File: config.mk
export PLATFORM = sky130hd
export DESIGN_NAME = i2c_master_register_access_top
export DESIGN_NICKNAME = d
export VERILOG_FILES = /design/src/i2cm_pkg.sv /design/src/i2c_master_register_access_top.sv
export SDC_FILE = /design/constraint.sdc
export NUM_CORES = 1
export LEC_CHECK = 0
export BUFFER_PORTS_ARGS = -buffer_cell sky130_fd_sc_hd__buf_2
export CORE_UTILIZATION = 36
export CTS_CLUSTER_SIZE = 40
export DETAILED_ROUTE_END_ITERATION = 16
export GPL_ROUTABILITY_DRIVEN = 0
export HOLD_SLACK_MARGIN = 0.05
export MAX_ROUTING_LAYER = met4
export PLACE_DENSITY = 0.52
export SLEW_MARGIN = 5
export SYNTH_ARGS = -nofsm -noshare
export SYNTH_HDL_FRONTEND = slang
export SYNTH_SLANG_ARGS = --single-unit
File: constraint.sdc
create_clock -name clock -period 11.8 [get_ports clock]
set_clock_uncertainty 0.2 [all_clocks]
set_input_delay 1.18 -clock clock [delete_from_list [all_inputs] [get_ports clock]]
set_output_delay 1.18 -clock clock [all_outputs]
set_load 0.01 [all_outputs]
File: src/i2cm_pkg.sv
// Package for the I2C register access master: word types, phase codes and constants.
// Used by i2c_master_register_access_top and its checker; depends on nothing else.
`timescale 1ns / 1ps
package i2cm_pkg;

   localparam int unsigned PhaseTicksWidth = 16;
   localparam logic [PhaseTicksWidth-1:0] PhaseTicksReset = 16'd5;

   // Request codes
   localparam logic [1:0] REQ_TICK  = 2'd0;
   localparam logic [1:0] REQ_BEGIN = 2'd1;
   localparam logic [1:0] REQ_WDATA = 2'd2;

   // Completion status codes
   localparam logic [1:0] STATUS_OK        = 2'd0;
   localparam logic [1:0] STATUS_ADDR_NACK = 2'd1;
   localparam logic [1:0] STATUS_DATA_NACK = 2'd2;

   // Byte stage codes
   localparam logic [1:0] STG_ADDR_W = 2'd0;
   localparam logic [1:0] STG_REG    = 2'd1;
   localparam logic [1:0] STG_ADDR_R = 2'd2;
   localparam logic [1:0] STG_DATA   = 2'd3;

   // Waveform phases, one-hot
   typedef enum logic [16:0] {
      PH_IDLE = 17'h00001,
      PH_ST1  = 17'h00002,
      PH_ST2  = 17'h00004,
      PH_ST3  = 17'h00008,
      PH_TX1  = 17'h00010,
      PH_TX2  = 17'h00020,
      PH_TX3  = 17'h00040,
      PH_AK1  = 17'h00080,
      PH_AK2  = 17'h00100,
      PH_AK3  = 17'h00200,
      PH_RX1  = 17'h00400,
      PH_RX2  = 17'h00800,
      PH_MA1  = 17'h01000,
      PH_MA2  = 17'h02000,
      PH_MA3  = 17'h04000,
      PH_WAIT = 17'h08000,
      PH_STOP = 17'h10000
   } phase_type;

   typedef struct packed {
      logic [1:0] req_type;
      logic       is_read;
      logic [6:0] dev_addr;
      logic [7:0] reg_addr;
      logic [7:0] byte_count;
      logic [7:0] write_byte;
      logic       sda_sample;
   } req_word_type;

   typedef struct packed {
      logic       scl_drive;
      logic       sda_drive;
      logic [7:0] read_byte;
      logic       read_valid;
      logic       need_write_byte;
      logic       busy_res;
      logic       done_res;
      logic [1:0] status;
   } rsp_word_type;

endpackage

File: src/i2c_master_register_access_top.sv
// Top level of the I2C register access master: phase sequencer and result word register.
// Depends on i2cm_pkg.
//
//   channel | direction | word          | handshake
//   req_    | in        | req_word_type | req_valid / req_ready
//   rsp_    | out       | rsp_word_type | rsp_valid / rsp_ready
//   csr_    | in        | phase_ticks   | csr_valid / csr_ready
//
// Each request word is handled at the edge that accepts it: the state and the result word are
// updated there, so one word is taken per cycle while the result register is
// empty or being drained. The result register is the only buffer; a stalled rsp_ holds
// req_ready low. Synchronous reset returns the bus to released lines and phase idle.
`timescale 1ns / 1ps
module i2c_master_register_access_top #(
   parameter int unsigned PHASE_TICKS_WIDTH = i2cm_pkg::PhaseTicksWidth
) (
   input  logic                          clock,
   input  logic                          reset,
   input  logic                          req_valid,
   output logic                          req_ready,
   input  i2cm_pkg::req_word_type        req_data,
   output logic                          rsp_valid,
   input  logic                          rsp_ready,
   output i2cm_pkg::rsp_word_type        rsp_data,
   input  logic                          csr_valid,
   output logic                          csr_ready,
   input  logic [PHASE_TICKS_WIDTH-1:0]  csr_data
);

   i2cm_pkg::phase_type phase_ff, phase_in;
   logic [PHASE_TICKS_WIDTH-1:0] ticks_ff, ticks_in;
   logic [PHASE_TICKS_WIDTH-1:0] count_ff, count_in;
   logic [2:0] bit_ff, bit_in;
   logic [7:0] shift_ff, shift_in;
   logic [7:0] left_ff, left_in;
   logic [6:0] addr_ff, addr_in;
   logic [7:0] reg_ff, reg_in;
   logic       rd_ff, rd_in;
   logic       scl_ff, scl_in;
   logic       sda_ff, sda_in;
   logic [1:0] stage_ff, stage_in;
   logic       nack_ff, nack_in;
   logic [1:0] err_ff, err_in;
   logic       rsp_valid_ff;
   i2cm_pkg::rsp_word_type rsp_ff, rsp_in;

   logic accept;
   logic ev_valid, ev_done;
   logic [7:0] ev_byte;
   logic [PHASE_TICKS_WIDTH-1:0] limit, cnt_inc;
   i2cm_pkg::phase_type go_ph;
   logic do_go;

   assign req_ready = !rsp_valid_ff || rsp_ready;
   assign accept    = req_valid && req_ready;
   assign csr_ready = 1'b1;
   assign rsp_valid = rsp_valid_ff;
   assign rsp_data  = rsp_ff;

   assign ticks_in = (csr_valid) ? csr_data : ticks_ff;
   assign limit    = (ticks_ff == '0) ? PHASE_TICKS_WIDTH'(1) : ticks_ff;
   assign cnt_inc  = count_ff + PHASE_TICKS_WIDTH'(1);

   // Next-state logic: decide the phase to enter, then apply its line levels.
   always_comb begin
      phase_in = phase_ff;
      count_in = count_ff;
      bit_in   = bit_ff;
      shift_in = shift_ff;
      left_in  = left_ff;
      addr_in  = addr_ff;
      reg_in   = reg_ff;
      rd_in    = rd_ff;
      scl_in   = scl_ff;
      sda_in   = sda_ff;
      stage_in = stage_ff;
      nack_in  = nack_ff;
      err_in   = err_ff;
      ev_valid = 1'b0;
      ev_byte  = '0;
      ev_done  = 1'b0;
      do_go    = 1'b0;
      go_ph    = i2cm_pkg::PH_IDLE;

      case (req_data.req_type)
         i2cm_pkg::REQ_BEGIN: begin
            if (phase_ff == i2cm_pkg::PH_IDLE) begin
               rd_in    = req_data.is_read;
               addr_in  = req_data.dev_addr;
               reg_in   = req_data.reg_addr;
               left_in  = req_data.byte_count;
               stage_in = i2cm_pkg::STG_ADDR_W;
               bit_in   = '0;
               shift_in = '0;
               nack_in  = 1'b0;
               err_in   = i2cm_pkg::STATUS_OK;
               do_go    = 1'b1;
               go_ph    = i2cm_pkg::PH_ST1;
            end
         end
         i2cm_pkg::REQ_WDATA: begin
            if (phase_ff == i2cm_pkg::PH_WAIT) begin
               shift_in = req_data.write_byte;
               bit_in   = '0;
               stage_in = i2cm_pkg::STG_DATA;
               do_go    = 1'b1;
               go_ph    = i2cm_pkg::PH_TX1;
            end
         end
         i2cm_pkg::REQ_TICK: begin
            if (phase_ff != i2cm_pkg::PH_IDLE && phase_ff != i2cm_pkg::PH_WAIT) begin
               count_in = cnt_inc;
               if (cnt_inc >= limit || cnt_inc == '0) begin
                  do_go = 1'b1;
                  case (phase_ff)
                     i2cm_pkg::PH_ST1: go_ph = i2cm_pkg::PH_ST2;
                     i2cm_pkg::PH_ST2: go_ph = i2cm_pkg::PH_ST3;
                     i2cm_pkg::PH_ST3: begin
                        shift_in = {addr_ff, stage_ff == i2cm_pkg::STG_ADDR_R};
                        bit_in   = '0;
                        go_ph    = i2cm_pkg::PH_TX1;
                     end
                     i2cm_pkg::PH_TX1: go_ph = i2cm_pkg::PH_TX2;
                     i2cm_pkg::PH_TX2: go_ph = i2cm_pkg::PH_TX3;
                     i2cm_pkg::PH_TX3: begin
                        shift_in = {shift_ff[6:0], 1'b0};
                        if (bit_ff == 3'd7) begin
                           bit_in = '0;
                           go_ph  = i2cm_pkg::PH_AK1;
                        end else begin
                           bit_in = bit_ff + 3'd1;
                           go_ph  = i2cm_pkg::PH_TX1;
                        end
                     end
                     i2cm_pkg::PH_AK1: go_ph = i2cm_pkg::PH_AK2;
                     i2cm_pkg::PH_AK2: begin
                        nack_in = req_data.sda_sample;
                        go_ph   = i2cm_pkg::PH_AK3;
                     end
                     i2cm_pkg::PH_AK3: begin
                        // Acknowledge handling depends on which byte just went out.
                        case (stage_ff)
                           i2cm_pkg::STG_ADDR_W: begin
                              if (nack_ff) begin
                                 err_in = i2cm_pkg::STATUS_ADDR_NACK;
                                 go_ph  = i2cm_pkg::PH_STOP;
                              end else begin
                                 shift_in = reg_ff;
                                 bit_in   = '0;
                                 stage_in = i2cm_pkg::STG_REG;
                                 go_ph    = i2cm_pkg::PH_TX1;
                              end
                           end
                           i2cm_pkg::STG_REG: begin
                              if (rd_ff) begin
                                 stage_in = i2cm_pkg::STG_ADDR_R;
                                 go_ph    = i2cm_pkg::PH_ST1;
                              end else if (left_ff == '0) begin
                                 err_in = i2cm_pkg::STATUS_OK;
                                 go_ph  = i2cm_pkg::PH_STOP;
                              end else begin
                                 go_ph = i2cm_pkg::PH_WAIT;
                              end
                           end
                           i2cm_pkg::STG_DATA: begin
                              if (nack_ff) begin
                                 err_in = i2cm_pkg::STATUS_DATA_NACK;
                                 go_ph  = i2cm_pkg::PH_STOP;
                              end else begin
                                 left_in = left_ff - 8'd1;
                                 if (left_ff == 8'd1) begin
                                    err_in = i2cm_pkg::STATUS_OK;
                                    go_ph  = i2cm_pkg::PH_STOP;
                                 end else begin
                                    go_ph = i2cm_pkg::PH_WAIT;
                                 end
                              end
                           end
                           default: begin
                              bit_in   = '0;
                              shift_in = '0;
                              if (left_ff == '0) begin
                                 err_in = i2cm_pkg::STATUS_OK;
                                 go_ph  = i2cm_pkg::PH_STOP;
                              end else begin
                                 go_ph = i2cm_pkg::PH_RX1;
                              end
                           end
                        endcase
                     end
                     i2cm_pkg::PH_RX1: begin
                        shift_in = {shift_ff[6:0], req_data.sda_sample};
                        go_ph    = i2cm_pkg::PH_RX2;
                     end
                     i2cm_pkg::PH_RX2: begin
                        if (bit_ff == 3'd7) begin
                           bit_in   = '0;
                           ev_valid = 1'b1;
                           ev_byte  = shift_ff;
                           go_ph    = i2cm_pkg::PH_MA1;
                        end else begin
                           bit_in = bit_ff + 3'd1;
                           go_ph  = i2cm_pkg::PH_RX1;
                        end
                     end
                     i2cm_pkg::PH_MA1: go_ph = i2cm_pkg::PH_MA2;
                     i2cm_pkg::PH_MA2: go_ph = i2cm_pkg::PH_MA3;
                     i2cm_pkg::PH_MA3: begin
                        sda_in   = 1'b1;
                        left_in  = left_ff - 8'd1;
                        shift_in = '0;
                        if (left_ff == 8'd1) begin
                           err_in = i2cm_pkg::STATUS_OK;
                           go_ph  = i2cm_pkg::PH_STOP;
                        end else begin
                           go_ph = i2cm_pkg::PH_RX1;
                        end
                     end
                     i2cm_pkg::PH_STOP: begin
                        ev_done = 1'b1;
                        go_ph   = i2cm_pkg::PH_IDLE;
                     end
                     default: do_go = 1'b0;
                  endcase
               end
            end
         end
         default: ;
      endcase

      // Entering a phase resets the step timer and sets its line levels.
      if (do_go) begin
         phase_in = go_ph;
         count_in = '0;
         case (go_ph)
            i2cm_pkg::PH_ST1: begin scl_in = 1'b1; sda_in = 1'b1; end
            i2cm_pkg::PH_ST2: begin scl_in = 1'b1; sda_in = 1'b0; end
            i2cm_pkg::PH_ST3: begin scl_in = 1'b0; sda_in = 1'b0; end
            i2cm_pkg::PH_TX1: begin scl_in = 1'b0; sda_in = shift_in[7]; end
            i2cm_pkg::PH_TX2: scl_in = 1'b1;
            i2cm_pkg::PH_TX3: begin
               scl_in = 1'b0;
               if (bit_in == 3'd7) sda_in = 1'b1;
            end
            i2cm_pkg::PH_AK1: begin scl_in = 1'b0; sda_in = 1'b1; end
            i2cm_pkg::PH_AK2: scl_in = 1'b1;
            i2cm_pkg::PH_AK3: scl_in = 1'b0;
            i2cm_pkg::PH_RX1: scl_in = 1'b1;
            i2cm_pkg::PH_RX2: scl_in = 1'b0;
            i2cm_pkg::PH_MA1: begin scl_in = 1'b0; sda_in = (left_in == 8'd1); end
            i2cm_pkg::PH_MA2: scl_in = 1'b1;
            i2cm_pkg::PH_MA3: scl_in = 1'b0;
            i2cm_pkg::PH_WAIT: scl_in = 1'b0;
            i2cm_pkg::PH_STOP: begin scl_in = 1'b1; sda_in = 1'b0; end
            default: begin scl_in = 1'b1; sda_in = 1'b1; end
         endcase
      end

      rsp_in.scl_drive       = scl_in;
      rsp_in.sda_drive       = sda_in;
      rsp_in.read_byte       = ev_byte;
      rsp_in.read_valid      = ev_valid;
      rsp_in.need_write_byte = (phase_in == i2cm_pkg::PH_WAIT);
      rsp_in.busy_res        = (phase_in != i2cm_pkg::PH_IDLE);
      rsp_in.done_res        = ev_done;
      rsp_in.status          = ev_done ? err_ff : i2cm_pkg::STATUS_OK;
   end

   // Control state and line levels.
   always_ff @(posedge clock) begin
      if (reset) begin
         phase_ff     <= i2cm_pkg::PH_IDLE;
         ticks_ff     <= PHASE_TICKS_WIDTH'(i2cm_pkg::PhaseTicksReset);
         count_ff     <= '0;
         bit_ff       <= '0;
         shift_ff     <= '0;
         left_ff      <= '0;
         addr_ff      <= '0;
         reg_ff       <= '0;
         rd_ff        <= 1'b0;
         scl_ff       <= 1'b1;
         sda_ff       <= 1'b1;
         stage_ff     <= i2cm_pkg::STG_ADDR_W;
         nack_ff      <= 1'b0;
         err_ff       <= i2cm_pkg::STATUS_OK;
         rsp_valid_ff <= 1'b0;
      end else begin
         ticks_ff <= ticks_in;
         if (accept) begin
            phase_ff <= phase_in;
            count_ff <= count_in;
            bit_ff   <= bit_in;
            shift_ff <= shift_in;
            left_ff  <= left_in;
            addr_ff  <= addr_in;
            reg_ff   <= reg_in;
            rd_ff    <= rd_in;
            scl_ff   <= scl_in;
            sda_ff   <= sda_in;
            stage_ff <= stage_in;
            nack_ff  <= nack_in;
            err_ff   <= err_in;
         end
         if (accept) rsp_valid_ff <= 1'b1;
         else if (rsp_ready) rsp_valid_ff <= 1'b0;
      end
   end

   // Result word register.
   always_ff @(posedge clock) begin
      if (accept) rsp_ff <= rsp_in;
   end

endmodule

==> impl_metrics.yaml <==
timing:
  fin_crit_sh: 0.425
  hold_violations: 0
  clock.fmax_mhz: 199
  period_minus_slack_ns: 5.02
  setup_viol: 0
  setup_tns_ns: 0
  report.final.slew_viol_count: 0
  maxSlewHeadroom: 0.206
  tightest_slew_ns: 1.18
  rsz0062_at_grt: "no"
setup_path:
  crit_chain: "nand3_1 -> nor2_1 -> nand3_1 -> xnor2_1 -> ha_1 -> a21oi_1 -> o21a_1 -> nand2_1 -> o21ai_0 -> and2_1 -> a21oi_1 -> nand2_1 -> a31oi_1 -> and4_1 -> a211o_1 -> and2_1"
  r2r_start: "count_ff[2]"
  cp_num_buf_inv: 0
  critPathArrivalTime_ns: 4.95
  worstSetupStartpoint: "count_ff[2]"
  setup.worst_path.end_class: "flop"
  path_class: "reg2reg"
  path_max_fanout: 15
  cpMaxStageDelayCell: "and2_1"
  path_delay_family: "simple AND/OR/NAND/NOR gates"
  slowest_delay_ns: 0.68
  required_ns: 11.73
  start_kind: "flop"
cells_and_area:
  regArea_sq_um: 2320
  drive_gt1_frac: 0.126
  diodes: 0
  final_cell_mix: "nand2_1 (123), nor2_1 (104), dfxtp_1 (92), a21oi_1 (80), buf_2 (73)"
  multi_input_area_sq_um: 4310
  final_common_cell: "nand2_1"
  fillCellCount: 1996
  syn_to_final_growth_pct: 11.0
  final_nets: 1020
logic_synthesis:
  synth_flop_cell: "dfxtp_1"
  yosysWarnings: 0
  synth_seq_cells: 108
  ys_seq_area_frac: 0.330
  synth_area_per_cell_sq_um: 7.75
  netlist_area_sq_um: 7030
  syn-num-nets: 989
  ys_types: 86
  syn_inst: 907
  synth_edf_count: 16
  async_flop_share: 0
global_routing:
  grt_use_total: 0.234
  antenna_found_initial: 0
  grt_max_degree: 91
  grt_pass1_vias: 6274
  grt_pass1_wl_um: 35400
  global_route.overflow_total: 0
min_path:
  min_from: "addr_ff[1]"
  hold_class: "reg2reg"
floorplanning:
  dieWidth_um: 142
  fp.dieArea_sq_um: 20100
  core_sq_um: 19000
  initial_utilization: 0.371
  fp.dieH_um: 142
  row_count: 50
  ios: 75
power_and_ir_drop:
  power_leakage_nw: 2.96
  p_per_area_nw_per_um2: 107
  peakVddDrop_mv: 0.0718
  power_uw: 832
cts:
  cts_resized: 0
  clk_latency_ns: 0.37
  root_buffer: "clkbuf_16"
  cts.sinks: 108
  cts_hold_buf: 0
  h-tree-depth: 3
  cts_setup_buffers: 0
  numCtsBuffers: 9
  clkSlewWorstSetupHoldPaths_ns: 0.09
  cts_tree: "built"
  clock_path_buffers: 2
drt:
  antenna_left: 0
  vias: 6918
  drtIter0Drc: 747
  wl_um: 22600
  via_per_inst: 5.75
  first_pass_iters: 6
  post-route-drc-count: 0
  wl_per_cell_um: 18.8
place:
  dp.final_hpwl_um: 16600
  numPortBuffers: 73
run_status:
  status: "finished clean"
job:
  maxCapViolCount: 0
per-stage QoR:
stage          instances  hold slack [ns]  setup WS (ns)  cell area (sq um)  utilization
6_report            1203            0.256           6.78               7800        0.412
5_1_grt             1203            0.281           6.36               7800        0.412
4_1_cts             1203            0.258           6.81               7800        0.412
3_5_place_dp        1187            0.246           6.62               7490        0.395
3_3_place_gp        1187            0.242           6.63               7490        0.395
2_1_floorplan        907            0.231           7.61               7030            -
per-layer routing:
layer  routed length, um  global-route usage  share of wire
met5                   0                   -              0
met2               10000               0.352           0.44
met3                1530              0.0388          0.068
met1               10400               0.315           0.46
met4                 648              0.0843          0.029
worst reg2reg max path, delay by kind of cell (launching register included):
kind / cells / cell delay, ns
AO/OA/AOI/OAI: 6 / 1.33
XOR/XNOR: 1 / 0.40
adder cells (fa/ha/maj): 1 / 0.34
flip-flops: 1 / 0.48
AND/OR/NAND/NOR: 8 / 2.03
final cells by class:
class                           instances  area share
Tap cell                              260      0.0417
Clock inverter                          7      0.0117
Clock buffer                            9      0.0289
Multi-Input combinational cell        708       0.553
Timing Repair Buffer                   78      0.0516
Sequential cell                       108       0.298
Inverter                               33      0.0159
flip-flops by register name (all words and copies together), names as in the netlist, 2 cells and up:
signal    cells
phase_ff     17
count_ff     16
rsp_data     16
ticks_ff     16
left_ff       8
reg_ff        8
shift_ff      8
addr_ff       7
bit_ff        3
err_ff        2
stage_ff      2
kinds of logic after synthesis:
| group | after synthesis | synth area share |
|---|---|---|
| and+or+nand+nor | 423 | 0.299 |
| adders and majority gates | 26 | 0.0463 |
| other | 1 | 0.000533 |
| xor gates and xnor gates | 20 | 0.0249 |
| AOI/OAI and AO/OA | 217 | 0.212 |
| buffers and inverters | 91 | 0.0564 |
| DFF | 108 | 0.330 |
| muxes | 21 | 0.0301 |
power breakdown:
part	internal, mW	switching, mW	leakage (nW)	total [mW]
clock	0.154	0.173	0.152	0.327
combinational	0.0378	0.0686	1.91	0.106
sequential	0.387	0.0117	0.904	0.398
synthesized netlist by cell type, types with 12 or more instances:
cell type | number | area, sq um
nor2_1 | 104 | 390
dfxtp_1 | 92 | 1840
nand2_1 | 123 | 462
mux2i_1 | 20 | 200
inv_1 | 33 | 124
clkbuf_1 | 40 | 150
o21ai_0 | 17 | 85.1
nand4_1 | 18 | 113
a22oi_1 | 16 | 120
edfxtp_1 | 16 | 480
a211oi_1 | 15 | 113
nand3_1 | 38 | 190
nor3_1 | 37 | 185
nor4_1 | 15 | 93.8
a21oi_1 | 80 | 400
and3_1 | 14 | 87.6
nor3b_1 | 12 | 90.1
ha_1 | 26 | 325
path summary, 6_finish.rpt:
path	end	slack (ns)	cells after the start
max	rsp_data[14]	6.78	16
max reg2reg	rsp_data[14]	6.78	16
min	addr_ff[1]	0.26	2
min reg2reg	addr_ff[1]	0.26	2
(Power assumes the default switching activity.)
